`src/rtl/assert_macros.svh`:
```
// Assertion macros for RTL files that carry concurrent checks; used by scanline_dark_run_classifier_top.
// Depends on nothing; each macro expands to one labelled concurrent assertion.
`ifndef ASSERT_MACROS_SVH
`define ASSERT_MACROS_SVH

// Same-cycle implication, disabled during reset
`define SDRC_ASSERT_IMPLY(label, clk, rst, ante, cons) \
   label: assert property (@(posedge clk) disable iff (rst) (ante) |-> (cons)) \
      else $error("same-cycle check failed");

// Next-cycle implication, disabled during reset
`define SDRC_ASSERT_NEXT(label, clk, rst, ante, cons) \
   label: assert property (@(posedge clk) disable iff (rst) (ante) |=> (cons)) \
      else $error("next-cycle check failed");

`endif

```
`src/rtl/sdrc_pkg.sv`:
```
// Types and constants of the scanline dark run classifier.
// No dependencies; imported by every module of the block.
package sdrc_pkg;

   // field widths
   localparam int PIX_W      = 8;
   localparam int ROW_W      = 11;
   localparam int THR_W      = 16;
   localparam int CLASS_W    = 2;
   localparam int MID_W      = 12;
   localparam int RUN_W      = 12;
   localparam int SUM_W      = 20;
   localparam int CSR_W      = 8;
   localparam int Q_W        = 16;
   localparam int ROW_TERM_W = 18;

   // beat layouts
   localparam int REQ_DATA_W = 40;
   localparam int REQ_USER_W = 1;
   localparam int RSP_DATA_W = 32;
   localparam int RSP_PAD_W  = RSP_DATA_W - (CLASS_W + MID_W + THR_W);

   // line classes
   localparam logic [CLASS_W-1:0] CLASS_NONE  = 2'd0;
   localparam logic [CLASS_W-1:0] CLASS_LINE  = 2'd1;
   localparam logic [CLASS_W-1:0] CLASS_CROSS = 2'd2;

   localparam logic [CSR_W-1:0] CROSS_SCALE_RESET = 8'd48;

   // expected width arithmetic: width = (WIDTH_NUM - ROW_COEF*row) / WIDTH_DEN
   localparam int WIDTH_NUM  = 129600;
   localparam int ROW_COEF   = 87;
   localparam int WIDTH_DEN  = 720;
   localparam int CROSS_COEF = 11520;
   localparam int CROSS_BIAS = 10;
   localparam int SIDE_WIDTH = 100;
   localparam int SIDE_COEF  = 16;
   localparam int RUN_MAX    = 4095;
   localparam int NUM_SHIFT  = 7;

   typedef enum logic [2:0] {
      ST_RUN,
      ST_CLOSE,
      ST_MUL,
      ST_DIV_INIT,
      ST_DIV,
      ST_LOAD
   } state_type;

   typedef struct packed {
      logic accept;
      logic close;
      logic mul;
      logic div_start;
      logic load;
   } cmd_type;

   typedef struct packed {
      logic closing;
      logic last;
      logic row_last;
      logic need_div;
      logic rsp_blocked;
   } status_type;

endpackage

```
`src/rtl/sdrc_ctrl.sv`:
```
// Controller of the classifier: sequences pixel beats, run close, threshold divide, result load.
// Depends on sdrc_pkg.
module sdrc_ctrl (
   input  logic                 clock,
   input  logic                 reset,
   input  logic                 req_tvalid,
   output logic                 req_tready,
   input  sdrc_pkg::status_type status,
   input  logic                 div_busy,
   output sdrc_pkg::cmd_type    cmd
);
   import sdrc_pkg::*;

   state_type state_ff;
   state_type state_in;

   // state register
   always_ff @(posedge clock) begin
      if (reset) begin
         state_ff <= ST_RUN;
      end else begin
         state_ff <= state_in;
      end
   end

   // next state and commands
   always_comb begin
      state_in   = state_ff;
      cmd        = '0;
      req_tready = 1'b0;
      case (state_ff)
         ST_RUN: begin
            req_tready = 1'b1;
            if (req_tvalid) begin
               cmd.accept = 1'b1;
               if (status.closing) begin
                  state_in = ST_CLOSE;
               end else if (status.last) begin
                  state_in = ST_MUL;
               end
            end
         end
         ST_CLOSE: begin
            cmd.close = 1'b1;
            state_in  = status.row_last ? ST_MUL : ST_RUN;
         end
         ST_MUL: begin
            cmd.mul  = 1'b1;
            state_in = status.need_div ? ST_DIV_INIT : ST_LOAD;
         end
         ST_DIV_INIT: begin
            cmd.div_start = 1'b1;
            state_in      = ST_DIV;
         end
         ST_DIV: begin
            if (!div_busy) begin
               state_in = ST_LOAD;
            end
         end
         ST_LOAD: begin
            // hold until the result register is free
            if (!status.rsp_blocked) begin
               cmd.load = 1'b1;
               state_in = ST_RUN;
            end
         end
         default: begin
            state_in = ST_RUN;
         end
      endcase
   end

endmodule

```
`src/rtl/sdrc_div.sv`:
```
// Restoring divider for the row-end threshold: one quotient bit per cycle, saturating.
// Depends on sdrc_pkg.
module sdrc_div #(
   parameter int COL_W = 11
) (
   input  logic                                    clock,
   input  logic                                    reset,
   input  logic                                    start,
   input  logic [sdrc_pkg::SUM_W+COL_W:0]          prod_a,
   input  logic [sdrc_pkg::SUM_W+COL_W-1:0]        prod_b,
   input  logic [2*COL_W:0]                        den,
   output logic                                    busy,
   output logic [sdrc_pkg::Q_W-1:0]                quot
);
   import sdrc_pkg::*;

   localparam int N_W   = SUM_W + COL_W + 2 + NUM_SHIFT;
   localparam int D_W   = 2 * COL_W + 1;
   localparam int X_W   = (N_W > D_W + Q_W) ? N_W : D_W + Q_W;
   localparam int CNT_W = $clog2(Q_W);

   logic [X_W-1:0]   rem_ff, rem_in;
   logic [X_W-1:0]   dvs_ff, dvs_in;
   logic [Q_W-1:0]   q_ff, q_in;
   logic [CNT_W-1:0] cnt_ff, cnt_in;
   logic             busy_ff, busy_in;
   logic             sat_ff, sat_in;
   logic [X_W-1:0]   num;
   logic [X_W:0]     trial;

   // load on start, then one trial subtraction per cycle
   always_comb begin
      num     = (X_W'(prod_a) + X_W'(prod_b)) << NUM_SHIFT;
      trial   = {1'b0, rem_ff} - {1'b0, dvs_ff};
      rem_in  = rem_ff;
      dvs_in  = dvs_ff;
      q_in    = q_ff;
      cnt_in  = cnt_ff;
      busy_in = busy_ff;
      sat_in  = sat_ff;
      if (start) begin
         rem_in  = num;
         dvs_in  = X_W'(den) << (Q_W - 1);
         q_in    = '0;
         cnt_in  = CNT_W'(Q_W - 1);
         busy_in = 1'b1;
         sat_in  = num >= (X_W'(den) << Q_W);
      end else if (busy_ff) begin
         if (!trial[X_W]) begin
            rem_in = trial[X_W-1:0];
         end
         q_in   = {q_ff[Q_W-2:0], ~trial[X_W]};
         dvs_in = dvs_ff >> 1;
         cnt_in = cnt_ff - 1'b1;
         if (cnt_ff == '0) begin
            busy_in = 1'b0;
         end
      end
   end

   always_ff @(posedge clock) begin
      if (reset) begin
         busy_ff <= 1'b0;
      end else begin
         busy_ff <= busy_in;
      end
   end

   // datapath registers need no reset
   always_ff @(posedge clock) begin
      rem_ff <= rem_in;
      dvs_ff <= dvs_in;
      q_ff   <= q_in;
      cnt_ff <= cnt_in;
      sat_ff <= sat_in;
   end

   assign busy = busy_ff;
   assign quot = sat_ff ? '1 : q_ff;

endmodule

```
`src/rtl/sdrc_datapath.sv`:
```
// Datapath of the classifier: run tracking, sums, run-close tests, products and result register.
// Depends on sdrc_pkg; its products feed sdrc_div.
module sdrc_datapath #(
   parameter int COL_W    = 11,
   parameter int LAST_COL = 2047
) (
   input  logic                                   clock,
   input  logic                                   reset,
   input  sdrc_pkg::cmd_type                      cmd,
   output sdrc_pkg::status_type                   status,
   input  logic [sdrc_pkg::PIX_W-1:0]             pixel,
   input  logic [sdrc_pkg::ROW_W-1:0]             row_index,
   input  logic                                   side_mode,
   input  logic [sdrc_pkg::THR_W-1:0]             threshold_in,
   input  logic                                   row_end,
   input  logic                                   csr_valid,
   input  logic [sdrc_pkg::CSR_W-1:0]             csr_data,
   input  logic                                   rsp_tready,
   input  logic [sdrc_pkg::Q_W-1:0]               div_quot,
   output logic [sdrc_pkg::SUM_W+COL_W:0]         prod_a,
   output logic [sdrc_pkg::SUM_W+COL_W-1:0]       prod_b,
   output logic [2*COL_W:0]                       den,
   output logic                                   rsp_valid,
   output logic [sdrc_pkg::CLASS_W-1:0]           rsp_class,
   output logic signed [sdrc_pkg::MID_W-1:0]      rsp_mid,
   output logic [sdrc_pkg::THR_W-1:0]             rsp_thr
);
   import sdrc_pkg::*;

   localparam int PW = (COL_W + 16 > 28) ? COL_W + 16 : 28;

   // row state
   logic [THR_W-1:0]        row_thr_ff, row_thr_in;
   logic                    in_run_ff, in_run_in;
   logic [COL_W-1:0]        run_start_ff, run_start_in;
   logic [RUN_W-1:0]        run_width_ff, run_width_in;
   logic [COL_W-1:0]        dark_total_ff, dark_total_in;
   logic [SUM_W-1:0]        dark_sum_ff, dark_sum_in;
   logic [SUM_W-1:0]        light_sum_ff, light_sum_in;
   logic [COL_W-1:0]        column_ff, column_in;
   logic [CLASS_W-1:0]      class_ff, class_in;
   logic signed [MID_W-1:0] mid_ff, mid_in;
   logic [CSR_W-1:0]        cross_scale_ff, cross_scale_in;
   logic                    rsp_valid_ff, rsp_valid_in;
   // values captured with the pixel beat for the close step
   logic [ROW_TERM_W-1:0]   row_term_ff, row_term_in;
   logic                    side_ff, side_in;
   logic                    last_ff, last_in;
   // products and result payload
   logic [SUM_W+COL_W:0]    prod_a_ff, prod_a_in;
   logic [SUM_W+COL_W-1:0]  prod_b_ff, prod_b_in;
   logic [2*COL_W:0]        den_ff, den_in;
   logic [CLASS_W-1:0]      rsp_class_ff, rsp_class_in;
   logic signed [MID_W-1:0] rsp_mid_ff, rsp_mid_in;
   logic [THR_W-1:0]        rsp_thr_ff, rsp_thr_in;

   // combinational helpers
   logic                    col_zero;
   logic [THR_W-1:0]        thr;
   logic [THR_W-1:0]        scaled;
   logic                    is_dark;
   logic                    is_light;
   logic                    is_last;
   logic signed [PW-1:0]    excess_s;
   logic signed [PW-1:0]    exp_term_s;
   logic signed [PW-1:0]    cs_s;
   logic [PW-1:0]           wide_sum;
   logic                    wide;
   logic                    crossing;
   logic [MID_W-1:0]        run_mid;
   logic [COL_W:0]          pixels;
   logic [COL_W:0]          ln;
   logic                    need_div;
   logic [THR_W-1:0]        thr_out;

   // classify the incoming pixel against the row threshold
   always_comb begin
      col_zero = column_ff == '0;
      thr      = col_zero ? threshold_in : row_thr_ff;
      scaled   = {pixel, {(THR_W - PIX_W){1'b0}}};
      is_dark  = scaled < thr;
      is_light = scaled > thr;
      is_last  = row_end || (column_ff >= COL_W'(LAST_COL));
   end

   // wide and cross tests of the run being closed
   always_comb begin
      excess_s   = $signed(PW'(dark_total_ff)) - PW'(CROSS_BIAS);
      exp_term_s = PW'(WIDTH_NUM) - $signed(PW'(row_term_ff));
      cs_s       = $signed(PW'(cross_scale_ff));
      wide_sum   = PW'(run_width_ff) * PW'(WIDTH_DEN) + PW'(row_term_ff);
      if (side_ff) begin
         wide     = run_width_ff > RUN_W'(SIDE_WIDTH);
         crossing = (PW'(SIDE_COEF) * excess_s) > (PW'(SIDE_WIDTH) * cs_s);
      end else begin
         wide     = wide_sum > PW'(WIDTH_NUM);
         crossing = (PW'(CROSS_COEF) * excess_s) > (exp_term_s * cs_s);
      end
      run_mid = MID_W'(run_start_ff) + MID_W'(run_width_ff >> 1);
   end

   // dark and light pixel counts for the threshold update
   always_comb begin
      pixels   = (COL_W + 1)'(column_ff) + 1'b1;
      ln       = pixels - (COL_W + 1)'(dark_total_ff);
      need_div = (class_ff == CLASS_LINE) && (dark_total_ff != '0)
                 && (pixels > (COL_W + 1)'(dark_total_ff));
      thr_out  = need_div ? div_quot : row_thr_ff;
   end

   always_comb begin
      status.closing     = (is_light || is_last) && (in_run_ff || is_dark);
      status.last        = is_last;
      status.row_last    = last_ff;
      status.need_div    = need_div;
      status.rsp_blocked = rsp_valid_ff && !rsp_tready;
   end

   // next values of all registers
   always_comb begin
      row_thr_in     = row_thr_ff;
      in_run_in      = in_run_ff;
      run_start_in   = run_start_ff;
      run_width_in   = run_width_ff;
      dark_total_in  = dark_total_ff;
      dark_sum_in    = dark_sum_ff;
      light_sum_in   = light_sum_ff;
      column_in      = column_ff;
      class_in       = class_ff;
      mid_in         = mid_ff;
      cross_scale_in = cross_scale_ff;
      row_term_in    = row_term_ff;
      side_in        = side_ff;
      last_in        = last_ff;
      prod_a_in      = prod_a_ff;
      prod_b_in      = prod_b_ff;
      den_in         = den_ff;
      rsp_class_in   = rsp_class_ff;
      rsp_mid_in     = rsp_mid_ff;
      rsp_thr_in     = rsp_thr_ff;
      rsp_valid_in   = rsp_tready ? 1'b0 : rsp_valid_ff;

      // take the register write
      if (csr_valid) begin
         cross_scale_in = csr_data;
      end

      // advance over one pixel beat
      if (cmd.accept) begin
         if (col_zero) begin
            row_thr_in = threshold_in;
         end
         if (is_dark) begin
            dark_sum_in = dark_sum_ff + SUM_W'(pixel);
            if (!in_run_ff) begin
               run_start_in = column_ff;
               run_width_in = RUN_W'(1);
               in_run_in    = 1'b1;
            end else begin
               if (run_width_ff != RUN_W'(RUN_MAX)) begin
                  run_width_in = run_width_ff + 1'b1;
               end
               dark_total_in = dark_total_ff + 1'b1;
            end
         end
         if (is_light || is_last) begin
            light_sum_in = light_sum_ff + SUM_W'(pixel);
         end
         if (!is_last) begin
            column_in = column_ff + 1'b1;
         end
         row_term_in = ROW_TERM_W'(row_index) * ROW_TERM_W'(ROW_COEF);
         side_in     = side_mode;
         last_in     = is_last;
      end

      // close the run and record what it found
      if (cmd.close) begin
         in_run_in = 1'b0;
         if (wide) begin
            class_in = CLASS_LINE;
            mid_in   = $signed(run_mid);
         end
         if (crossing) begin
            class_in = CLASS_CROSS;
         end
      end

      // register the numerator and denominator products
      if (cmd.mul) begin
         prod_a_in = (SUM_W + COL_W + 1)'(dark_sum_ff) * (SUM_W + COL_W + 1)'(ln);
         prod_b_in = (SUM_W + COL_W)'(light_sum_ff) * (SUM_W + COL_W)'(dark_total_ff);
         den_in    = (2 * COL_W + 1)'(dark_total_ff) * (2 * COL_W + 1)'(ln);
      end

      // load the result and clear the row
      if (cmd.load) begin
         rsp_valid_in  = 1'b1;
         rsp_class_in  = class_ff;
         rsp_mid_in    = mid_ff;
         rsp_thr_in    = thr_out;
         if (class_ff == CLASS_LINE) begin
            row_thr_in = thr_out;
         end
         in_run_in     = 1'b0;
         run_start_in  = '0;
         run_width_in  = '0;
         dark_total_in = '0;
         dark_sum_in   = '0;
         light_sum_in  = '0;
         column_in     = '0;
         class_in      = CLASS_NONE;
         mid_in        = '1;
      end
   end

   always_ff @(posedge clock) begin
      if (reset) begin
         row_thr_ff     <= '0;
         in_run_ff      <= 1'b0;
         run_start_ff   <= '0;
         run_width_ff   <= '0;
         dark_total_ff  <= '0;
         dark_sum_ff    <= '0;
         light_sum_ff   <= '0;
         column_ff      <= '0;
         class_ff       <= CLASS_NONE;
         mid_ff         <= '1;
         cross_scale_ff <= CROSS_SCALE_RESET;
         rsp_valid_ff   <= 1'b0;
         last_ff        <= 1'b0;
      end else begin
         row_thr_ff     <= row_thr_in;
         in_run_ff      <= in_run_in;
         run_start_ff   <= run_start_in;
         run_width_ff   <= run_width_in;
         dark_total_ff  <= dark_total_in;
         dark_sum_ff    <= dark_sum_in;
         light_sum_ff   <= light_sum_in;
         column_ff      <= column_in;
         class_ff       <= class_in;
         mid_ff         <= mid_in;
         cross_scale_ff <= cross_scale_in;
         rsp_valid_ff   <= rsp_valid_in;
         last_ff        <= last_in;
      end
   end

   // payload registers need no reset
   always_ff @(posedge clock) begin
      row_term_ff  <= row_term_in;
      side_ff      <= side_in;
      prod_a_ff    <= prod_a_in;
      prod_b_ff    <= prod_b_in;
      den_ff       <= den_in;
      rsp_class_ff <= rsp_class_in;
      rsp_mid_ff   <= rsp_mid_in;
      rsp_thr_ff   <= rsp_thr_in;
   end

   assign prod_a    = prod_a_ff;
   assign prod_b    = prod_b_ff;
   assign den       = den_ff;
   assign rsp_valid = rsp_valid_ff;
   assign rsp_class = rsp_class_ff;
   assign rsp_mid   = rsp_mid_ff;
   assign rsp_thr   = rsp_thr_ff;

endmodule

```
`src/rtl/scanline_dark_run_classifier_top.sv`:
```
// Throughput: one pixel beat per cycle while in the run state; a pixel that closes a dark run adds a close step.
// Row end: the close step if the last pixel closes a run, then the products, then the 16-step restoring
// divider when the threshold is updated, then the result load, which waits while an earlier result is unread.
// The next row's pixels are taken while an earlier result still waits on the rsp side.
// Reset is synchronous, active high: cross_scale returns to 48, row state clears, no result pends.
// Depends on sdrc_pkg, sdrc_ctrl, sdrc_div, sdrc_datapath and assert_macros.svh.
`include "assert_macros.svh"

module scanline_dark_run_classifier_top #(
   parameter int MAX_COLUMNS = 2048
) (
   input  logic                              clock,
   input  logic                              reset,
   input  logic                              req_tvalid,
   output logic                              req_tready,
   // pixel[7:0], row_index[18:8], threshold_in[34:19], zero pad [39:35]
   input  logic [sdrc_pkg::REQ_DATA_W-1:0]   req_tdata,
   input  logic                              req_tlast,  // row_end
   input  logic [sdrc_pkg::REQ_USER_W-1:0]   req_tuser,  // side_mode[0]
   output logic                              rsp_tvalid,
   input  logic                              rsp_tready,
   // line_class[1:0], line_mid[13:2], threshold_out[29:14], zero pad [31:30]
   output logic [sdrc_pkg::RSP_DATA_W-1:0]   rsp_tdata,
   input  logic                              csr_valid,
   output logic                              csr_ready,
   input  logic [sdrc_pkg::CSR_W-1:0]        csr_data
);
   import sdrc_pkg::*;

   localparam int COL_W = $clog2(MAX_COLUMNS);

   cmd_type                 cmd;
   status_type              status;
   logic                    div_busy;
   logic [Q_W-1:0]          div_quot;
   logic [SUM_W+COL_W:0]    prod_a;
   logic [SUM_W+COL_W-1:0]  prod_b;
   logic [2*COL_W:0]        den;
   logic [CLASS_W-1:0]      rsp_line_class;
   logic signed [MID_W-1:0] rsp_line_mid;
   logic [THR_W-1:0]        rsp_threshold_out;
   logic                    rsp_no_line;

   assign csr_ready = 1'b1;

   sdrc_ctrl u_ctrl (
      .clock      (clock),
      .reset      (reset),
      .req_tvalid (req_tvalid),
      .req_tready (req_tready),
      .status     (status),
      .div_busy   (div_busy),
      .cmd        (cmd)
   );

   sdrc_datapath #(
      .COL_W    (COL_W),
      .LAST_COL (MAX_COLUMNS - 1)
   ) u_datapath (
      .clock        (clock),
      .reset        (reset),
      .cmd          (cmd),
      .status       (status),
      .pixel        (req_tdata[7:0]),
      .row_index    (req_tdata[18:8]),
      .side_mode    (req_tuser[0]),
      .threshold_in (req_tdata[34:19]),
      .row_end      (req_tlast),
      .csr_valid    (csr_valid),
      .csr_data     (csr_data),
      .rsp_tready   (rsp_tready),
      .div_quot     (div_quot),
      .prod_a       (prod_a),
      .prod_b       (prod_b),
      .den          (den),
      .rsp_valid    (rsp_tvalid),
      .rsp_class    (rsp_line_class),
      .rsp_mid      (rsp_line_mid),
      .rsp_thr      (rsp_threshold_out)
   );

   sdrc_div #(
      .COL_W (COL_W)
   ) u_div (
      .clock  (clock),
      .reset  (reset),
      .start  (cmd.div_start),
      .prod_a (prod_a),
      .prod_b (prod_b),
      .den    (den),
      .busy   (div_busy),
      .quot   (div_quot)
   );

   // pack the result beat
   assign rsp_tdata = {{RSP_PAD_W{1'b0}}, rsp_threshold_out, rsp_line_mid, rsp_line_class};

   assign rsp_no_line = rsp_tvalid && (rsp_line_class == CLASS_NONE);

   // no pixel is taken while the threshold divide runs
   `SDRC_ASSERT_IMPLY(a_no_take_while_dividing, clock, reset, div_busy, !req_tready)
   // a row with no line never reports a midpoint
   `SDRC_ASSERT_IMPLY(a_none_has_no_mid, clock, reset, rsp_no_line, rsp_line_mid == '1)
   // a result load leaves the result valid and the input open
   `SDRC_ASSERT_NEXT(a_load_reopens, clock, reset, cmd.load, req_tready && rsp_tvalid)

endmodule

```
`config.mk`:
```
export PLATFORM = sky130hd
export DESIGN_NAME = scanline_dark_run_classifier_top
export DESIGN_NICKNAME = d
export VERILOG_FILES = /design/src/rtl/sdrc_pkg.sv /design/src/rtl/sdrc_ctrl.sv /design/src/rtl/sdrc_div.sv /design/src/rtl/sdrc_datapath.sv /design/src/rtl/scanline_dark_run_classifier_top.sv
export VERILOG_INCLUDE_DIRS = /design/src /design/src/rtl
export SDC_FILE = /design/constraint.sdc
export NUM_CORES = 2
export LEC_CHECK = 0
export BUFFER_PORTS_ARGS = -buffer_cell sky130_fd_sc_hd__buf_2
export CAP_MARGIN = 20
export CORE_MARGIN = 4
export CORE_UTILIZATION = 62
export DETAILED_ROUTE_END_ITERATION = 7
export GPL_TIMING_DRIVEN = 0
export PLACE_DENSITY = 0.82
export SETUP_SLACK_MARGIN = 0.2
export SYNTH_ARGS = -nofsm -noshare
export SYNTH_HDL_FRONTEND = slang
export SYNTH_SLANG_ARGS = --single-unit
```
`constraint.sdc`:
```
create_clock -name clock -period 12.8 [get_ports clock]
set_clock_uncertainty 0.15 [all_clocks]
set_input_delay 1.28 -clock clock [delete_from_list [all_inputs] [get_ports clock]]
set_output_delay 1.28 -clock clock [all_outputs]
set_load 0.01 [all_outputs]
```
==> metrics <==
routed len/inst 19.3 um; total track usage 30.8%; pwr/cell area 191 nW/um^2; status finished clean; Multi-input gate area 36,500 um^2; RD Place Congestion 0.944; setup TNS 0 ps; H-tree depth 2; first-pass GRT wire length 212,000 um; synthesized area 50,300 um^2; fillers 6,321; overall power 10.2 mW; Routed WL 133,000 um; reg2reg start u_datapath.dark_total_ff[1]$_SDFFE_PP0P_; IO buf count 79; R2R Setup Slk 2280 ps; hold crit path type reg2reg; max-cap violations 0; Yosys reg bits 364; # DRC 0; antenna violations before repair 1; async set or reset register ratio after synthesis 0%; Reg clk slew, reported paths 60 ps; CTS resizes 0; Largest delay share family, worst path compound AO/OA/AOI/OAI gates; post-synthesis sequential area ratio 18.3%; Distinct cells, synth 87; Final min period 10,520 ps; root buffer cell clkbuf_16; Post-CTS Setup Bufs 0; vias per cell 5.83; Bufs and invs on worst path 5; Slowest-stage cell, CP clkbuf_1; hpwl dp 108,000 um; Post-synth EDFFs 192; vias post-DR 40,190; Crit path required time 13,040 ps; Slew @ Worst Pin 1090 ps; cts bufs inserted 42; Reg area 9210 um^2; Max FO, Critical Path 10; Mean Syn Cell Area 8.89 um^2; clock sinks 364; Core Region 80,400 um^2; Hold Path Origin u_datapath.mid_ff[1]$_SDFFE_PP1P_; P&R area growth vs syn 6.69%; Peak VDD IR 0.426 mV; DIE AREA 85,700 um^2; CP Launch Type flop; period utilization 82.2%; max frequency 95.0 MHz; RSZ-0062 raised after global routing false; 1st-iter DRT viols 3,345; Synth Flop Type edfxtp_1; total grt overflow 0; worst-skew pair later-pin latency 610 ps; I/O pins 90; die width 293 um; CP peak stage delay 640 ps; CTS tree yes; CTS max path bufs 3; ANT nets after route 0; Rows 104; Mapped Cells 5,659; initial core utilization 62.5%; WHS Path Cells 0; Worst Path Arrival 10,770 ps; Crit Path Class reg2reg; r2r worst-path depth 34; drt pass-1 iters 6; Final Max Tran Viols 0; Rel. slew slack 26.5%; FF-to-FF End u_datapath.prod_a[31]$_DFFE_PN_; Leak Pwr 26.0 nW; Final setup viols 0; share of post-route cells with drive strength above 1 3.71%; CP endpoint kind flop; nets 7,072; CTS Hold Bufs 0; hold endpoint u_datapath.rsp_mid[1]$_DFFE_PP_; Synth warnings 0; pin count of the biggest net entering global routing 29; vias in the first global route 40,900; Die Y 293 um; final hold vios 0
==> power breakdown <==
part	switching [mW]	leakage, nW	internal (mW)
clock network	0.542	0.701	0.753
logic	4.33	22.1	2.98
registers	0.161	3.17	1.49
total	5.03	26.0	5.21
==> cell usage in the layout, fill, tap and decap left out, types with 14 or more instances in the layout <==
cell type / netlist / layout
a211oi_1: 35 / 35
a21o_1: 97 / 97
a21oi_1: 256 / 256
a31oi_1: 20 / 20
and2_1: 273 / 273
and3_1: 30 / 30
buf_2: 9 / 88
clkbuf_1: 178 / 187
clkbuf_16: 0 / 43
dfxtp_1: 172 / 172
edfxtp_1: 192 / 192
fa_1: 621 / 621
ha_1: 603 / 603
inv_1: 997 / 997
mux2i_1: 66 / 66
nand2_1: 628 / 628
nand2b_1: 77 / 77
nand3_1: 90 / 90
nand4_1: 40 / 40
nor2_1: 340 / 339
nor2b_1: 54 / 54
nor3_1: 65 / 65
nor4_1: 19 / 19
o211ai_1: 14 / 14
o21a_1: 38 / 38
o21ai_0: 151 / 151
o21bai_1: 35 / 35
o31ai_1: 27 / 27
or3_1: 24 / 24
xnor2_1: 206 / 206
xor2_1: 99 / 99
==> sequential cells by signal, indices dropped and copies added, names as in the netlist, 3 cells and up <==
signal	flops
u_ctrl.state_ff	3
u_datapath.row_thr_ff	16
u_datapath.mid_ff	12
u_datapath.den	23
u_datapath.prod_a	32
u_div.rem_ff	40
u_datapath.dark_total_ff	11
u_datapath.cross_scale_ff	8
u_div.q_ff	16
u_datapath.column_ff	11
u_datapath.run_start_ff	11
u_datapath.run_width_ff	12
u_datapath.dark_sum_ff	20
u_datapath.rsp_thr	16
u_datapath.prod_b	31
u_datapath.light_sum_ff	20
u_div.cnt_ff	4
u_datapath.rsp_mid	12
u_datapath.row_term_ff	18
u_div.dvs_ff	38
==> stage by stage <==
stage | hold WS [ps] | util, % | setup WS (ps) | instances | cell area [um^2]
3_3_place_gp | 269 | 64.7 | 2760 | 6799 | 52000
6_report | 288 | 66.7 | 2280 | 6891 | 53700
5_1_grt | 294 | 66.7 | 2060 | 6888 | 53700
3_5_place_dp | 277 | 64.9 | 2620 | 6808 | 52200
2_1_floorplan | 258 | - | 4640 | 5660 | 50300
4_1_cts | 289 | 66.7 | 2570 | 6886 | 53600
==> worst register-to-register path, delay by kind of cell, from the launching register on <==
kind                     cells  cell delay, ps
AO/OA/AOI/OAI               16            3520
adder cells (fa/ha/maj)      7            3420
buffers and inverters        5            1280
XOR/XNOR                     2             830
flip-flops                   1             580
AND/OR/NAND/NOR              4             540
==> worst max path at each step <==
stage / startpoint / end / slack (ps) / cells after the start
finish: u_datapath.dark_total_ff[1]$_SDFFE_PP0P_ / u_datapath.prod_a[31]$_DFFE_PN_ / 2280 / 34
global route: u_datapath.dark_total_ff[1]$_SDFFE_PP0P_ / u_datapath.prod_a[31]$_DFFE_PN_ / 2060 / 33
CTS: u_datapath.dark_total_ff[1]$_SDFFE_PP0P_ / u_datapath.prod_a[31]$_DFFE_PN_ / 2570 / 34
detailed placement: u_datapath.dark_total_ff[1]$_SDFFE_PP0P_ / u_datapath.prod_a[31]$_DFFE_PN_ / 2620 / 34
global placement: u_datapath.dark_total_ff[1]$_SDFFE_PP0P_ / u_datapath.prod_a[31]$_DFFE_PN_ / 2760 / 34
floorplan: u_datapath.column_ff[0]$_SDFFE_PP0P_ / u_datapath.prod_a[31]$_DFFE_PN_ / 4640 / 35
==> Yosys cell counts, types with 14 or more instances <==
cell type / instances / area, um^2
inv_1: 997 / 3740
nand2_1: 628 / 2360
fa_1: 621 / 12400
ha_1: 603 / 7540
nor2_1: 340 / 1280
and2_1: 273 / 1710
a21oi_1: 256 / 1280
xnor2_1: 206 / 1800
edfxtp_1: 192 / 5770
clkbuf_1: 178 / 668
dfxtp_1: 172 / 3440
o21ai_0: 151 / 756
xor2_1: 99 / 867
a21o_1: 97 / 728
nand3_1: 90 / 450
nand2b_1: 77 / 482
mux2i_1: 66 / 661
nor3_1: 65 / 325
nor2b_1: 54 / 338
nand4_1: 40 / 250
o21a_1: 38 / 285
a211oi_1: 35 / 263
o21bai_1: 35 / 263
and3_1: 30 / 188
o31ai_1: 27 / 203
or3_1: 24 / 150
a31oi_1: 20 / 125
nor4_1: 19 / 119
o211ai_1: 14 / 105
==> final cells by class <==
type	count	area share (%)
repair buffers	89	1.01
diodes	4	0.0187
inverters	1004	7.02
well taps	1060	2.47
flip-flops and latches	364	17.2
plain buffers	211	1.60
multi-input cells	4081	68.0
clock buffers	57	2.18
clock inverters	21	0.557
==> cells by family after synthesis <==
kind of cell	Yosys count	synth area share, %
multiplexers	75	1.51
XOR/XNOR	305	5.31
flip-flops	364	18.3
other	2	0.0149
adder cells (fa/ha/maj)	1224	39.7
buffers and inverters	1215	9.20
AND/OR/NAND/NOR	1678	15.8
AO/OA/AOI/OAI	796	10.1
==> metal layers <==
metal	vias to the layer above	part of all wire [%]	global-route usage, %
met5	-	0	0
met2	1760	45	49.2
met3	363	10	7.06
li1	18474	-	-
met4	0	5.2	13.6
met1	19593	40	40.5
Note: power is estimated with default switching activity, not from simulation.
